==> src/rtl/bmon_pkg.sv <==
// Battery level monitor: shared types, register indexes, result codes and
// the charge curve tables. No dependencies; imported by every rtl/bmon file.

package bmon_pkg;

  // Register indexes on the configuration port
  localparam logic [1:0] REG_LOW_THR         = 2'd0;
  localparam logic [1:0] REG_CRIT_THR        = 2'd1;
  localparam logic [1:0] REG_POLL_INTERVAL   = 2'd2;
  localparam logic [1:0] REG_WATCHDOG_PERIOD = 2'd3;

  localparam logic [13:0] LOW_THR_RST       = 14'd1500;
  localparam logic [13:0] CRIT_THR_RST      = 14'd500;
  localparam logic [31:0] POLL_INTERVAL_RST = 32'd1000;

  // Result status codes
  localparam logic [1:0] STATUS_OK        = 2'd0;
  localparam logic [1:0] STATUS_BUSY      = 2'd1;
  localparam logic [1:0] STATUS_NO_READS  = 2'd2;

  // Level classes
  localparam logic [1:0] LEVEL_UNKNOWN  = 2'd0;
  localparam logic [1:0] LEVEL_NORMAL   = 2'd1;
  localparam logic [1:0] LEVEL_LOW      = 2'd2;
  localparam logic [1:0] LEVEL_CRITICAL = 2'd3;

  localparam logic [15:0] MISMATCH_MV    = 16'd250;
  localparam logic [15:0] MIN_CHARGER_MV = 16'd2500;
  localparam logic [15:0] DONE_MIN_MV    = 16'd4100;
  localparam logic [15:0] FULL_CHARGE    = 16'd10000;
  localparam logic [15:0] CURVE_FLOOR_MV = 16'd3300;
  localparam logic [15:0] CURVE_TOP_MV   = 16'd4200;
  localparam logic [8:0]  KICK_MS_PER_S  = 9'd500;
  localparam logic [1:0]  DONE_BITS      = 2'd3;

  localparam int unsigned NUM_SEG = 8;

  // Curve segments: lower and upper knee voltages, charge at the lower knee,
  // and twice the slope in charge units per mV (all spans divide exactly).
  localparam logic [15:0] SEG_LO_MV [NUM_SEG] = '{
    16'd3300, 16'd3500, 16'd3600, 16'd3700, 16'd3800, 16'd3900, 16'd4000, 16'd4100
  };
  localparam logic [15:0] SEG_HI_MV [NUM_SEG] = '{
    16'd3500, 16'd3600, 16'd3700, 16'd3800, 16'd3900, 16'd4000, 16'd4100, 16'd4200
  };
  localparam logic [15:0] SEG_BASE [NUM_SEG] = '{
    16'd0, 16'd500, 16'd1000, 16'd2000, 16'd4000, 16'd6000, 16'd7800, 16'd9000
  };
  localparam logic [5:0] SEG_SLOPE2 [NUM_SEG] = '{
    6'd5, 6'd10, 6'd20, 6'd40, 6'd40, 6'd36, 6'd24, 6'd20
  };

  typedef struct packed {
    logic [13:0] low_thr;
    logic [13:0] crit_thr;
    logic [31:0] poll_interval;
    logic [24:0] kick_span;       // watchdog_period * 500 ms, zero = off
  } cfg_t;

  typedef struct packed {
    logic        kick_ok;
    logic [15:0] gauge_charge;
    logic [15:0] gauge_mv;
    logic        gauge_read_ok;
    logic [7:0]  charger_status_byte;
    logic [15:0] charger_mv;
    logic        charger_read_ok;
    logic [31:0] time_ms;
  } item_t;

  typedef struct packed {
    logic        kick_issued;
    logic        gauge_agrees;
    logic        fallback_used;
    logic [1:0]  level_class;
    logic [15:0] charge_level;
    logic [15:0] eff_mv;
    logic [1:0]  status;
  } res_t;

endpackage

==> src/rtl/battery_level_monitor.sv <==
// Battery level monitor top level: input beat register, evaluation core and
// result register. Depends on bmon_pkg, bmon_cfg, bmon_core.
//
//  channel  dir  handshake           payload
//  s_*      in   s_tvalid/s_tready   s_tdata[95:0]  one poll event
//  m_*      out  m_tvalid/m_tready   m_tdata[39:0]  one result per poll
//  cfg_*    in   cfg_we              cfg_index[1:0], cfg_wdata[31:0]
//
// Each beat is held in the input register, then evaluated and written to the
// result register once that register is empty or being drained: one beat
// per cycle sustained while m_tready stays high.
// The 32-bit time subtract and compare plus the curve segment lookup and
// small slope multiply set the critical path.
// rst (synchronous) loads register defaults and clears the held state.
// A stalled result register holds both stages; s_tready drops only when
// the input register is full and cannot move on.

module battery_level_monitor import bmon_pkg::*; (
  input  logic        clk,
  input  logic        rst,
  // poll beat, low bit up: time_ms[31:0], charger_read_ok[32],
  // charger_mv[48:33], charger_status_byte[56:49], gauge_read_ok[57],
  // gauge_mv[73:58], gauge_charge[89:74], kick_ok[90], zero fill[95:91]
  input  logic        s_tvalid,
  output logic        s_tready,
  input  logic [95:0] s_tdata,
  // result beat, low bit up: status[1:0], eff_mv[17:2],
  // charge_level[33:18], level_class[35:34], fallback_used[36],
  // gauge_agrees[37], kick_issued[38], zero fill[39]
  output logic        m_tvalid,
  input  logic        m_tready,
  output logic [39:0] m_tdata,
  input  logic        cfg_we,
  input  logic [1:0]  cfg_index,
  input  logic [31:0] cfg_wdata
);

  cfg_t  cfg;
  item_t item;
  logic  item_valid;
  res_t  res;
  res_t  out_res;
  logic  out_valid;
  logic  advance;

  bmon_cfg u_cfg (
    .clk       (clk),
    .rst       (rst),
    .cfg_we    (cfg_we),
    .cfg_index (cfg_index),
    .cfg_wdata (cfg_wdata),
    .cfg       (cfg)
  );

  // beat moves from input register to result register
  assign advance  = item_valid && (!out_valid || m_tready);
  assign s_tready = !item_valid || advance;

  always_ff @(posedge clk) begin
    if (rst) begin
      item_valid <= 1'b0;
    end else if (s_tready) begin
      item_valid <= s_tvalid;
    end
  end

  always_ff @(posedge clk) begin
    if (s_tready && s_tvalid) begin
      item <= item_t'(s_tdata[90:0]);
    end
  end

  bmon_core u_core (
    .clk  (clk),
    .rst  (rst),
    .fire (advance),
    .item (item),
    .cfg  (cfg),
    .res  (res)
  );

  always_ff @(posedge clk) begin
    if (rst) begin
      out_valid <= 1'b0;
    end else if (advance) begin
      out_valid <= 1'b1;
    end else if (m_tready) begin
      out_valid <= 1'b0;
    end
  end

  always_ff @(posedge clk) begin
    if (advance) out_res <= res;
  end

  assign m_tvalid = out_valid;
  assign m_tdata  = {1'b0, out_res};

  // an empty input stage never back-pressures the source
  a_ready_empty: assert property (@(posedge clk) disable iff (rst)
    !item_valid |-> s_tready)
    else $error("input stage empty but not ready");

  // a stalled result beat stays put
  a_out_hold: assert property (@(posedge clk) disable iff (rst)
    (m_tvalid && !m_tready) |=> (m_tvalid && $stable(m_tdata)))
    else $error("result beat changed while stalled");

  // back-pressure only with a full input stage
  a_ready_full: assert property (@(posedge clk) disable iff (rst)
    !s_tready |-> item_valid)
    else $error("not ready with an empty input stage");

endmodule

==> src/rtl/bmon_cfg.sv <==
// Battery level monitor: configuration registers and watchdog span product.
// Depends on bmon_pkg.

module bmon_cfg import bmon_pkg::*; (
  input  logic        clk,
  input  logic        rst,
  input  logic        cfg_we,
  input  logic [1:0]  cfg_index,
  input  logic [31:0] cfg_wdata,
  output cfg_t        cfg
);

  cfg_t cfg_r;

  always_ff @(posedge clk) begin
    if (rst) begin
      cfg_r.low_thr       <= LOW_THR_RST;
      cfg_r.crit_thr      <= CRIT_THR_RST;
      cfg_r.poll_interval <= POLL_INTERVAL_RST;
      cfg_r.kick_span     <= '0;
    end else if (cfg_we) begin
      case (cfg_index)
        REG_LOW_THR:         cfg_r.low_thr       <= cfg_wdata[13:0];
        REG_CRIT_THR:        cfg_r.crit_thr      <= cfg_wdata[13:0];
        REG_POLL_INTERVAL:   cfg_r.poll_interval <= cfg_wdata;
        REG_WATCHDOG_PERIOD: cfg_r.kick_span <= 25'(cfg_wdata[15:0]) * 25'(KICK_MS_PER_S);
        default: ;
      endcase
    end
  end

  assign cfg = cfg_r;

endmodule

==> src/rtl/bmon_curve.sv <==
// Battery level monitor: piecewise-linear charge estimate from charger mV.
// Depends on bmon_pkg.

module bmon_curve import bmon_pkg::*; (
  input  logic [15:0] mv,
  input  logic        done,
  output logic [15:0] charge
);

  logic [2:0]  seg;
  logic [15:0] off_full;
  logic [7:0]  off;
  logic [13:0] prod;

  // lowest segment whose upper knee is at or above mv
  always_comb begin
    seg = 3'(NUM_SEG - 1);
    for (int i = NUM_SEG - 1; i >= 0; i--) begin
      if (mv <= SEG_HI_MV[i]) seg = 3'(i);
    end
  end

  assign off_full = mv - SEG_LO_MV[seg];
  assign off      = off_full[7:0];   // at most 200 inside a segment
  assign prod     = 14'(SEG_SLOPE2[seg] * off);

  always_comb begin
    if (done && mv >= DONE_MIN_MV) begin
      charge = FULL_CHARGE;
    end else if (mv <= CURVE_FLOOR_MV) begin
      charge = '0;
    end else if (mv > CURVE_TOP_MV) begin
      charge = FULL_CHARGE;
    end else begin
      charge = SEG_BASE[seg] + {3'b000, prod[13:1]};
    end
  end

endmodule

==> src/rtl/bmon_core.sv <==
// Battery level monitor: poll decision, agreement check, level classing,
// watchdog timing and the held state. Depends on bmon_pkg, bmon_curve.

module bmon_core import bmon_pkg::*; (
  input  logic  clk,
  input  logic  rst,
  input  logic  fire,
  input  item_t item,
  input  cfg_t  cfg,
  output res_t  res
);

  logic [31:0] last_poll_time;
  logic [31:0] last_kick_time;
  logic        chg_valid;
  logic        gau_valid;
  logic        agree_flag;
  logic        fallback_flag;
  logic [15:0] held_mv;
  logic [15:0] held_charge;
  logic [1:0]  held_level;

  logic [31:0] poll_age;
  logic [31:0] kick_age;
  logic        busy;
  logic        ch_usable;
  logic [15:0] diff_mv;
  logic        agree_next;
  logic        fallback_next;
  logic [15:0] mv_next;
  logic [15:0] charge_next;
  logic [15:0] curve_charge;
  logic [1:0]  level_next;
  logic        kick;
  logic        done;

  assign poll_age = item.time_ms - last_poll_time;
  assign kick_age = item.time_ms - last_kick_time;
  assign busy     = (chg_valid || gau_valid) && (poll_age < cfg.poll_interval);

  assign ch_usable = item.charger_read_ok && (item.charger_mv >= MIN_CHARGER_MV);
  assign diff_mv   = (item.gauge_mv > item.charger_mv)
                   ? item.gauge_mv - item.charger_mv
                   : item.charger_mv - item.gauge_mv;

  assign agree_next    = item.gauge_read_ok && (!ch_usable || diff_mv <= MISMATCH_MV);
  assign fallback_next = !agree_next && ch_usable;
  assign done          = (item.charger_status_byte[4:3] == DONE_BITS);

  bmon_curve u_curve (
    .mv     (item.charger_mv),
    .done   (done),
    .charge (curve_charge)
  );

  always_comb begin
    if (agree_next) begin
      mv_next     = item.gauge_mv;
      charge_next = item.gauge_charge;
    end else if (fallback_next) begin
      mv_next     = item.charger_mv;
      charge_next = curve_charge;
    end else begin
      mv_next     = '0;
      charge_next = '0;
    end
  end

  always_comb begin
    if (!(agree_next || fallback_next)) begin
      level_next = LEVEL_UNKNOWN;
    end else if (charge_next <= {2'b00, cfg.crit_thr}) begin
      level_next = LEVEL_CRITICAL;
    end else if (charge_next <= {2'b00, cfg.low_thr}) begin
      level_next = LEVEL_LOW;
    end else begin
      level_next = LEVEL_NORMAL;
    end
  end

  assign kick = (cfg.kick_span != '0) && (kick_age >= {7'd0, cfg.kick_span});

  always_comb begin
    if (busy) begin
      res.status        = STATUS_BUSY;
      res.eff_mv        = held_mv;
      res.charge_level  = held_charge;
      res.level_class   = held_level;
      res.fallback_used = fallback_flag;
      res.gauge_agrees  = agree_flag;
      res.kick_issued   = 1'b0;
    end else begin
      res.status        = (!item.charger_read_ok && !item.gauge_read_ok)
                        ? STATUS_NO_READS : STATUS_OK;
      res.eff_mv        = mv_next;
      res.charge_level  = charge_next;
      res.level_class   = level_next;
      res.fallback_used = fallback_next;
      res.gauge_agrees  = agree_next;
      res.kick_issued   = kick;
    end
  end

  always_ff @(posedge clk) begin
    if (rst) begin
      last_poll_time <= '0;
      last_kick_time <= '0;
      chg_valid      <= 1'b0;
      gau_valid      <= 1'b0;
      agree_flag     <= 1'b0;
      fallback_flag  <= 1'b0;
      held_mv        <= '0;
      held_charge    <= '0;
      held_level     <= LEVEL_UNKNOWN;
    end else if (fire && !busy) begin
      last_poll_time <= item.time_ms;
      chg_valid      <= item.charger_read_ok;
      gau_valid      <= item.gauge_read_ok;
      agree_flag     <= agree_next;
      fallback_flag  <= fallback_next;
      held_mv        <= mv_next;
      held_charge    <= charge_next;
      held_level     <= level_next;
      if (kick && item.kick_ok) last_kick_time <= item.time_ms;
    end
  end

  // a level is only known when some source was trusted
  a_level_source: assert property (@(posedge clk) disable iff (rst)
    (held_level != LEVEL_UNKNOWN) |-> (agree_flag || fallback_flag))
    else $error("held level known without a trusted source");

  // gauge and curve paths are exclusive
  a_path_excl: assert property (@(posedge clk) disable iff (rst)
    !(agree_flag && fallback_flag))
    else $error("agree and fallback both set");

  // a skipped poll leaves the timing state alone
  a_busy_hold: assert property (@(posedge clk) disable iff (rst)
    (fire && busy) |=> ($stable(last_poll_time) && $stable(last_kick_time)))
    else $error("busy poll changed timing state");

endmodule
==> config.mk <==
export PLATFORM = sky130hd
export DESIGN_NAME = battery_level_monitor
export DESIGN_NICKNAME = d
export VERILOG_FILES = /design/src/rtl/bmon_pkg.sv /design/src/rtl/battery_level_monitor.sv /design/src/rtl/bmon_cfg.sv /design/src/rtl/bmon_curve.sv /design/src/rtl/bmon_core.sv
export SDC_FILE = /design/constraint.sdc
export NUM_CORES = 1
export LEC_CHECK = 0
export BUFFER_PORTS_ARGS = -buffer_cell sky130_fd_sc_hd__buf_2
export CAP_MARGIN = 20
export CORE_MARGIN = 1
export CORE_UTILIZATION = 47
export DETAILED_ROUTE_END_ITERATION = 16
export MAX_ROUTING_LAYER = met4
export SYNTH_ARGS = -nofsm -noshare
export SYNTH_HDL_FRONTEND = slang
export SYNTH_SLANG_ARGS = --single-unit
==> constraint.sdc <==
create_clock -name clk -period 19.55 [get_ports clk]
set_input_delay 3.91 -clock clk [delete_from_list [all_inputs] [get_ports clk]]
set_output_delay 3.91 -clock clk [all_outputs]
set_load 0.01 [all_outputs]
==> run metrics, run 1 <==
area occupied by multi-input gates 14,600 sq um; final routed DRC violation total 0; minimum clock period around 12,000 ps; number of H-tree levels 2; global-route wire length before repair between 90,000 and 100,000 um; path depth of the worst reg2reg path 53; final-layout setup total negative slack 0 ps; remaining number of nets flagged by the antenna check after routing 0; post-route fraction of the period consumed by the critical path 0.623; proportion of power drawn by combinational gates 0.431; internal power consumption between 1.5 and 2 mW; post-DR wirelength/cell between 15 and 20 um; count of different cell masters after synthesis 90; transition time at the pin with the least slew margin 1130 ps; maximum clock path buffer count 3; delay of the slowest cell on the worst path between 600 and 700 ps; number of flops mapped to enable cells by yosys around 120; number of rows created at floorplan ~80; via count of the first global-routing pass approximately 19,000; hpwl dp about 47,000 um; Via Count 19,400; CP endpoint kind flip-flop; setup bufs post-CTS 0; total of endpoints with negative setup slack in the final report 0; area of all sequential standard cells approximately 7500 sq um; clk slew on worst S/H paths around 60 ps; total length of routed wires approximately 63,000 um; upper clock frequency limit 82.1 MHz; yosys warns 0; critical path launch point type flip-flop; synthesized net count around 3,200; largest fanout of any net on the critical path 9; GRT Resource Usage Total 0.255; mean post-synth cell area roughly 8.8 sq um; net switching share of the total power 0.371; setup repair after global routing missed its margin no; weighted congestion at the end of routability-driven global placement roughly 0.94; starting density of the core 0.479; insertion delay of the later-clocked pin in the worst-skew pair ~560 ps; ratio of cells with drive above 1 in the final layout 0.108; cell accounting for the most synthesized area sky130_fd_sc_hd__dfxtp_1; CTS Buf Count 37; max-cap violation count 0; relative contribution of sequential cells to total power 0.294; Hold WC Path Type reg2reg; Hold Buf Count CTS 0; hold path depth 2; Net count, final about 3,300; area fraction of the dominant cell type after synthesis 0.159; drt initial violations ~1,200; boundary pin count roughly 180; final count of pins violating max slew 0; status finished clean; detailed-router iteration count before antenna repair 5; Remaining Overflow, GRT 0; clk_skew ~21 ps; Worst VDD drop 0.0677 mV; part of the total power dissipated in the clock network 0.275; cells after synthesis around 2,700; Lkg Pwr between 10 and 15 nW; area added between synthesis and finish 11.2%; Synth Cell Area 23,600 sq um; power per unit of standard cell area 98.8 nW/um^2; Power, Total between 2 and 3 mW; count of clock tree sinks about 310; # fillers roughly 4,700; Die Height roughly 230 um; overall die width approximately 230 um; Sw Pwr ~960 uW; path type of the worst setup path reg2reg; FFs w/ async S/R, synth 0; most used flip-flop cell after synthesis sky130_fd_sc_hd__dfxtp_1; number of I/O port buffers 164; initial antenna violation count 1; Std-Cell Core Area 49,300 sq um; maximum number of pins on one net before global-route repair between 80 and 90; full die area ~51,000 sq um; register bit count reported by yosys between 300 and 400; critical path data arrival time roughly 12,000 ps; final hold viol count 0; portion of the post-synthesis area used by sequential elements 0.316; cell types occupying the most area after synthesis sky130_fd_sc_hd__dfxtp_1 (16%), sky130_fd_sc_hd__edfxtp_1 (16%), sky130_fd_sc_hd__ha_1 (14%); post-route worst hold slack about 450 ps; Clock Tree Root sky130_fd_sc_hd__clkbuf_16; slowest stage cell on the critical path sky130_fd_sc_hd__edfxtp_1; worst rel slew slack 0.250; CP required between 15,000 and 20,000 ps; routed via count divided by cell count roughly 5.5; post-CTS resize count 0; TritonCTS clock tree yes
==> power by group through the flow <==
stage               registers (mW)  logic (mW)  clock network, mW
global placement             0.776        1.09                  0
CTS                          0.764        1.12              0.730
floorplan                    0.764       0.848                  0
detailed placement           0.777        1.11                  0
finish                       0.763        1.12              0.712
global route                 0.769        1.27              0.753
==> state kept, by name, summed over array words and instances, names as in the netlist, 2 cells and up <==
name / flops
m_tdata: 39
u_core.held_charge: 16
u_core.last_kick_time: 32
u_core.held_level: 2
u_core.held_mv: 16
u_core.last_poll_time: 32
u_cfg.cfg: 83
item: 85
==> cell type report <==
cell class              instances  share of cell area
multi-input cells            1984               0.558
flip-flops and latches        311               0.285
inverters                     292              0.0418
clock buffers                  53              0.0415
repair buffers                181              0.0364
well taps                     664              0.0317
clock inverters                15             0.00596
diodes                          1           0.0000953
==> synthesized netlist by cell type (30+ instances only) <==
cell,count
sky130_fd_sc_hd__ha_1,273
sky130_fd_sc_hd__a21o_1,45
sky130_fd_sc_hd__fa_1,85
sky130_fd_sc_hd__nor2_1,180
sky130_fd_sc_hd__o21a_1,49
sky130_fd_sc_hd__clkbuf_1,76
sky130_fd_sc_hd__nor3_1,30
sky130_fd_sc_hd__xnor2_1,66
sky130_fd_sc_hd__o211ai_1,38
sky130_fd_sc_hd__inv_1,289
sky130_fd_sc_hd__dfxtp_1,187
sky130_fd_sc_hd__mux2i_1,61
sky130_fd_sc_hd__a21oi_1,220
sky130_fd_sc_hd__nand3_1,42
sky130_fd_sc_hd__nand2_1,384
sky130_fd_sc_hd__edfxtp_1,124
sky130_fd_sc_hd__o21ai_0,98
==> placed cells by master (no fill, tap or decap), types with 38 or more instances in the layout <==
cell	netlist	layout
sky130_fd_sc_hd__o21a_1	49	48
sky130_fd_sc_hd__ha_1	273	273
sky130_fd_sc_hd__dfxtp_1	187	187
sky130_fd_sc_hd__nand2_1	384	384
sky130_fd_sc_hd__o21ai_0	98	97
sky130_fd_sc_hd__mux2i_1	61	61
sky130_fd_sc_hd__clkbuf_16	0	40
sky130_fd_sc_hd__buf_2	12	163
sky130_fd_sc_hd__inv_1	289	289
sky130_fd_sc_hd__nor2_1	180	178
sky130_fd_sc_hd__xnor2_1	66	66
sky130_fd_sc_hd__o211ai_1	38	38
sky130_fd_sc_hd__edfxtp_1	124	124
sky130_fd_sc_hd__a21oi_1	220	220
sky130_fd_sc_hd__a21o_1	45	45
sky130_fd_sc_hd__fa_1	85	85
sky130_fd_sc_hd__nand3_1	42	42
==> worst paths after layout <==
kind	from	endpoint	slack, ps
worst max-delay path	item[36]	m_tdata[34]	7360
worst min register to register	u_core.last_kick_time[30]	u_core.last_kick_time[30]	450
worst max register to register	item[36]	m_tdata[34]	7360
worst min-delay path	u_core.last_kick_time[30]	u_core.last_kick_time[30]	450
==> routing by layer <==
metal,part of all wire,global-route usage,up-vias
li1,-,-,9558
met1,0.47,0.335,9315
met2,0.46,0.410,432
met3,0.045,0.0363,92
met4,0.022,0.0654,0
met5,0,-,-
==> through the flow <==
stage	utilization	cells	cell area, sq um	worst slack, ps
floorplan	-	2687	23600	9530
global placement	0.507	3431	25000	7800
detailed placement	0.507	3431	25000	7660
CTS	0.533	3499	26200	7590
global route	0.533	3501	26200	6580
finish	0.533	3501	26200	7360
==> worst max-delay path: cells and delay by family, from the launching register on <==
family	cells	cell delay, ps
AO/OA/AOI/OAI	18	4120
adder cells (fa/ha/maj)	8	3030
AND/OR/NAND/NOR	14	1920
buffers and inverters	7	880
XOR/XNOR	4	680
multiplexers	2	650
flip-flops	1	630
==> cells by family after synthesis <==
kind of cell | Yosys count | synth area share
other | 1 | 0.000159
buffers and inverters | 392 | 0.0652
XOR/XNOR | 95 | 0.0352
multiplexers | 86 | 0.0380
flip-flops | 311 | 0.316
AND/OR/NAND/NOR | 812 | 0.154
AO/OA/AOI/OAI | 632 | 0.174
adder cells (fa/ha/maj) | 358 | 0.217
Power figures use the tool's default switching activity.
==> run 2: changes to the inputs <==
PLACE_DENSITY = 0.67   (was not set)
clock period = 10.8 ns   (was 19.55 ns; I/O delays follow)
==> run metrics, run 2 (synthesis results as in run 1) <==
number of I/O port buffers 164 (unchanged); count of clock tree sinks 311 (unchanged); transition time at the pin with the least slew margin 959 ps (-166 ps); slowest stage cell on the critical path sky130_fd_sc_hd__fa_1; max-cap violation count 0 (unchanged); # fillers 4,479 (-4.7%); via count of the first global-routing pass 19,600 (+2.8%); maximum number of pins on one net before global-route repair 83 (-5.7%); Lkg Pwr 11.2 nW (+2.1%); part of the total power dissipated in the clock network 0.272 (-0.003); critical path launch point type flip-flop; area occupied by multi-input gates 14,700 sq um (+0.38%); maximum clock path buffer count 3 (unchanged); Biggest register item; Std-Cell Core Area 49,300 sq um (unchanged); Die Height 226 um (unchanged); detailed-router iteration count before antenna repair 7 (+2); total length of routed wires 63,900 um (+1.8%); count of buffering cells on the critical path with inverters included 8 (+1); final std cells w/o fill 3,547 (+1.3%); total of endpoints with negative setup slack in the final report 0 (unchanged); initial antenna violation count 0 (-1); full die area 51,100 sq um (unchanged); RR Startpoint item[33]; Endpoint, Worst Hold u_core.held_charge[15]; capture instance of the worst register-to-register path m_tdata[34]; final hold viol count 0 (unchanged); max FFs per register 85 (unchanged); final count of pins violating max slew 0 (unchanged); final routed DRC violation total 0 (unchanged); antenna cell count 0 (-1); delay of the slowest cell on the worst path 540 ps (-90 ps); insertion delay of the later-clocked pin in the worst-skew pair 570 ps (about the same); total placed cells including tap cells 3,470 (+1.1%); Power, Total 4.79 mW (+85%); CP required 11,080 ps (-8750 ps); largest fanout of any net on the critical path 5 (-4); proportion of power drawn by combinational gates 0.440 (+0.009); upper clock frequency limit 98.0 MHz (+19%); area of all sequential standard cells 7470 sq um (unchanged); post-DR wirelength/cell 18.0 um (+0.48%); CTS Buf Count 38 (+2.7%); Sw Pwr 1.79 mW (+86%); boundary pin count 177 (unchanged); leading cell type in the layout, fill and taps excluded sky130_fd_sc_hd__nand2_1; path type of the worst setup path reg2reg; clk slew on worst S/H paths 60 ps (about the same); post-route fraction of the period consumed by the critical path 0.945 (+0.321); Worst VDD drop 0.138 mV (+100%); hold path depth 2 (unchanged); minimum clock period 10,200 ps (-1980 ps); ratio of cells with drive above 1 in the final layout 0.125 (+0.0173); TritonCTS clock tree yes; Net count, final 3,346 (+1.4%); overall die width 226 um (unchanged); number of H-tree levels 2 (unchanged); area added between synthesis and finish 12.9%; origin of the worst min-delay path u_core.held_charge[15]; status finished clean; number of rows created at floorplan 81 (unchanged); power per unit of standard cell area 180 nW/um^2 (+82%); Hold WC Path Type reg2reg; net switching share of the total power 0.374 (+0.00332); drt initial violations 1,349 (+14%); routed via count divided by cell count 5.57 (+0.52%); clk_skew 19.7 ps (-1.54 ps); critical path data arrival time 10,480 ps (-1990 ps); most frequent cells in the layout sky130_fd_sc_hd__nand2_1 (384), sky130_fd_sc_hd__inv_1 (289), sky130_fd_sc_hd__ha_1 (272), sky130_fd_sc_hd__a21oi_1 (219), sky130_fd_sc_hd__dfxtp_1 (187); Via Count 19,800 (+1.8%); CP endpoint kind flip-flop; origin of the worst setup path item[33]; GRT Resource Usage Total 0.260 (+0.00493); post-route worst hold slack 451 ps (-3.13 ps); cell family with the largest share of critical-path delay compound AO/OA/AOI/OAI gates; remaining number of nets flagged by the antenna check after routing 0 (unchanged); weighted congestion at the end of routability-driven global placement 0.940 (about the same); Remaining Overflow, GRT 0 (unchanged); hpwl dp 48,800 um (+3.0%); internal power consumption 3.00 mW (+84%); Clock Tree Root sky130_fd_sc_hd__clkbuf_16; relative contribution of sequential cells to total power 0.288 (-0.006); worst rel slew slack 0.360 (+0.111); starting density of the core 0.479 (unchanged); global-route wire length before repair 102,000 um (+2.1%); path depth of the worst reg2reg path 52 (-1.9%); flop-to-flop setup slack 600 ps (-6770 ps)
[run 2: changes by cell type in the layout (fill, tap and decap cells not counted), sizes merged]
cell	change
clkinv	+3
clkbuf	-4
diode	-1
inv	+2
buf	+45
bufinv	+1
[run 2: layer usage]
| layer | GRT usage | vias to the layer above | share of wire |
|---|---|---|---|
| met4 | 0.0824 | 0 | 0.030 |
| met1 | 0.334 | 9457 | 0.45 |
| met2 | 0.419 | 522 | 0.46 |
| met3 | 0.0390 | 122 | 0.052 |
| met5 | - | - | 0 |
| li1 | - | 9653 | - |
[run 2: worst max path at each step]
stage,end,depth (start not counted)
2_1_floorplan,m_tdata[34],52
3_3_place_gp,m_tdata[34],51
3_5_place_dp,m_tdata[34],52
4_1_cts,m_tdata[34],51
5_1_grt,m_tdata[34],49
6_report,m_tdata[34],52
[run 2: timing repair]
item / CTS / global route
endpoints found under the setup margin: 0 / 4
hold buffers: 0 / 0
resized for setup: 0 / 20
buffers inserted: 0 / 6
[run 2: tightest hold or removal path, stage by stage, from the launching register on]
cell                      delay (ps)
sky130_fd_sc_hd__dfxtp_1         300
sky130_fd_sc_hd__nand2_1          50
sky130_fd_sc_hd__a21oi_1          50
[run 2: power by group through the flow]
stage	clock, mW	combinational, mW	sequential (mW)
floorplan	0	1.54	1.38
CTS	1.33	2.07	1.38
global route	1.38	2.35	1.39
detailed placement	0	2.05	1.40
finish	1.30	2.11	1.38
global placement	0	2.00	1.40
[run 2: area by class of cell]
type,instances,share of cell area
Clock inverter,21,0.00887
Timing Repair Buffer,226,0.0486
Sequential cell,311,0.280
Multi-Input combinational cell,1984,0.552
Tap cell,664,0.0312
Clock buffer,49,0.0384
Inverter,292,0.0411
[run 2: metrics by stage]
stage | util | area [sq um] | setup TNS [ps] | worst slack, ps
after CTS | 0.539 | 26500 | 0 | 230
after global routing | 0.541 | 26700 | -2.83 | -2.83
after floorplan | - | 23600 | 0 | 777
final | 0.541 | 26700 | 0 | 598
after detailed placement | 0.513 | 25300 | 0 | 306
after global placement | 0.513 | 25300 | 0 | 411
==> run 3: changes to the inputs <==
PLACE_DENSITY = 0.75   (was 0.67)
==> run metrics, run 3 (synthesis results as in run 1) <==
hpwl dp 48,100 um (-1.4%); status finished clean; final count of pins violating max slew 0 (unchanged); final hold viol count 0 (unchanged); starting density of the core 0.479 (unchanged); max FFs per register 85 (unchanged); detailed-router iteration count before antenna repair 5 (-2); maximum number of pins on one net before global-route repair 83 (unchanged); Hold Buf Count CTS 0 (unchanged); clk_skew 30.6 ps (+10.9 ps); Std-Cell Core Area 49,300 sq um (unchanged); boundary pin count 177 (unchanged); post-route worst hold slack 455 ps (+3.41 ps); number of H-tree levels 2 (unchanged); total placed cells including tap cells 3,445 (-0.72%); critical path launch point type flip-flop; Remaining Overflow, GRT 0 (unchanged); max-cap violation count 0 (unchanged); Net count, final 3,321 (-0.75%); slowest stage cell on the critical path sky130_fd_sc_hd__fa_1; via count of the first global-routing pass 19,300 (-1.2%); post-DR wirelength/cell 17.9 um (-0.48%); total of endpoints with negative setup slack in the final report 0 (unchanged); CP endpoint kind flip-flop; largest fanout of any net on the critical path 8 (+3); area added between synthesis and finish 12.2%; delay of the slowest cell on the worst path 540 ps (about the same); total length of routed wires 63,200 um (-1.2%); drt initial violations 1,413 (+4.7%); power per unit of standard cell area 178 nW/um^2 (-0.93%); number of rows created at floorplan 81 (unchanged); final routed DRC violation total 0 (unchanged); transition time at the pin with the least slew margin 963 ps (+3.17 ps); insertion delay of the later-clocked pin in the worst-skew pair 560 ps (about the same); ratio of cells with drive above 1 in the final layout 0.120 (-0.00451); count of clock tree sinks 311 (unchanged); Clock Tree Root sky130_fd_sc_hd__clkbuf_16; most frequent cells in the layout sky130_fd_sc_hd__nand2_1 (384), sky130_fd_sc_hd__inv_1 (288), sky130_fd_sc_hd__ha_1 (272), sky130_fd_sc_hd__a21oi_1 (219), sky130_fd_sc_hd__dfxtp_1 (187); TritonCTS clock tree yes; Power, Total 4.71 mW (-1.6%); Biggest register item; Hold WC Path Type reg2reg; Lkg Pwr 11.1 nW (-0.99%); global-route wire length before repair 100,000 um (-1.6%); Util after Layout 0.538 (-0.00348); worst rel slew slack 0.358 (-0.00211); critical path data arrival time 10,670 ps (+190 ps); CP required 11,180 ps (+100 ps); weighted congestion at the end of routability-driven global placement 0.981 (+4.4%); full die area 51,100 sq um (unchanged); overall die width 226 um (unchanged); minimum clock period 10,290 ps (+86.0 ps); initial antenna violation count 1 (+1); leading cell type in the layout, fill and taps excluded sky130_fd_sc_hd__nand2_1; routed via count divided by cell count 5.65 (+1.4%); post-route fraction of the period consumed by the critical path 0.953 (+0.00797); GRT Resource Usage Total 0.255 (-0.00469); Via Count 19,900 (+0.74%); Die Height 226 um (unchanged); clk slew on worst S/H paths 60 ps (about the same); remaining number of nets flagged by the antenna check after routing 0 (unchanged); final std cells w/o fill 3,523 (-0.68%); Worst VDD drop 0.152 mV (+10%); number of I/O port buffers 164 (unchanged); maximum clock path buffer count 3 (unchanged); Crit path top cell by count sky130_fd_sc_hd__inv_1; upper clock frequency limit 97.2 MHz (-0.84%); CTS Buf Count 38 (unchanged); path type of the worst setup path reg2reg
==> run 3: path summary, 6_finish.rpt <==
path                                        from               end  slack [ps]  cells past startpoint
worst min register to register  u_core.chg_valid  u_core.chg_valid         450                      2
worst max register to register          item[45]       m_tdata[34]         510                     53
worst min-delay path            u_core.chg_valid  u_core.chg_valid         450                      2
worst max-delay path                    item[45]       m_tdata[34]         510                     53
==> run 3: power breakdown <==
group          internal [mW]  switching, mW
combinational          0.891           1.18
clock                  0.737          0.525
sequential              1.32         0.0626
==> run 3: per-stage QoR <==
step	TNS [ps]	area [sq um]	setup slack (ps)
global placement	0	25100	420
global route	-39.1	26500	-39.1
floorplan	0	23600	777
CTS	0	26300	182
detailed placement	0	25100	249
finish	0	26500	512
==> run 3: timing repair <==
action | 4_1_cts | 5_1_grt
gates resized for setup | 0 | 31
setup buffers | 0 | 6
setup endpoints to repair | 0 | 4
==> run 3: area by class of cell <==
cell class / count / area (sq um)
Antenna cell: 1 / 2.50
Clock buffer: 42 / 987
Clock inverter: 28 / 246
Fill cell: 4472 / 22800
Inverter: 292 / 1100
Multi-Input combinational cell: 1984 / 14800
Sequential cell: 311 / 7470
Tap cell: 664 / 831
Timing Repair Buffer: 201 / 1100
==> run 3: layer usage <==
metal	wire length, um	vias to the layer above	global-route usage
met1	27600	9547	0.332
met4	2250	0	0.0909
met2	29400	627	0.409
li1	-	9596	-
met5	0	-	-
met3	3960	131	0.0297
==> run 3: critical path, delay by kind of cell (launching register included) <==
family / cells / cell delay (ps)
AO/OA/AOI/OAI: 17 / 2740
XOR/XNOR: 3 / 410
flip-flops: 1 / 510
buffers and inverters: 7 / 640
adder cells (fa/ha/maj): 8 / 2910
multiplexers: 2 / 600
AND/OR/NAND/NOR: 16 / 2310
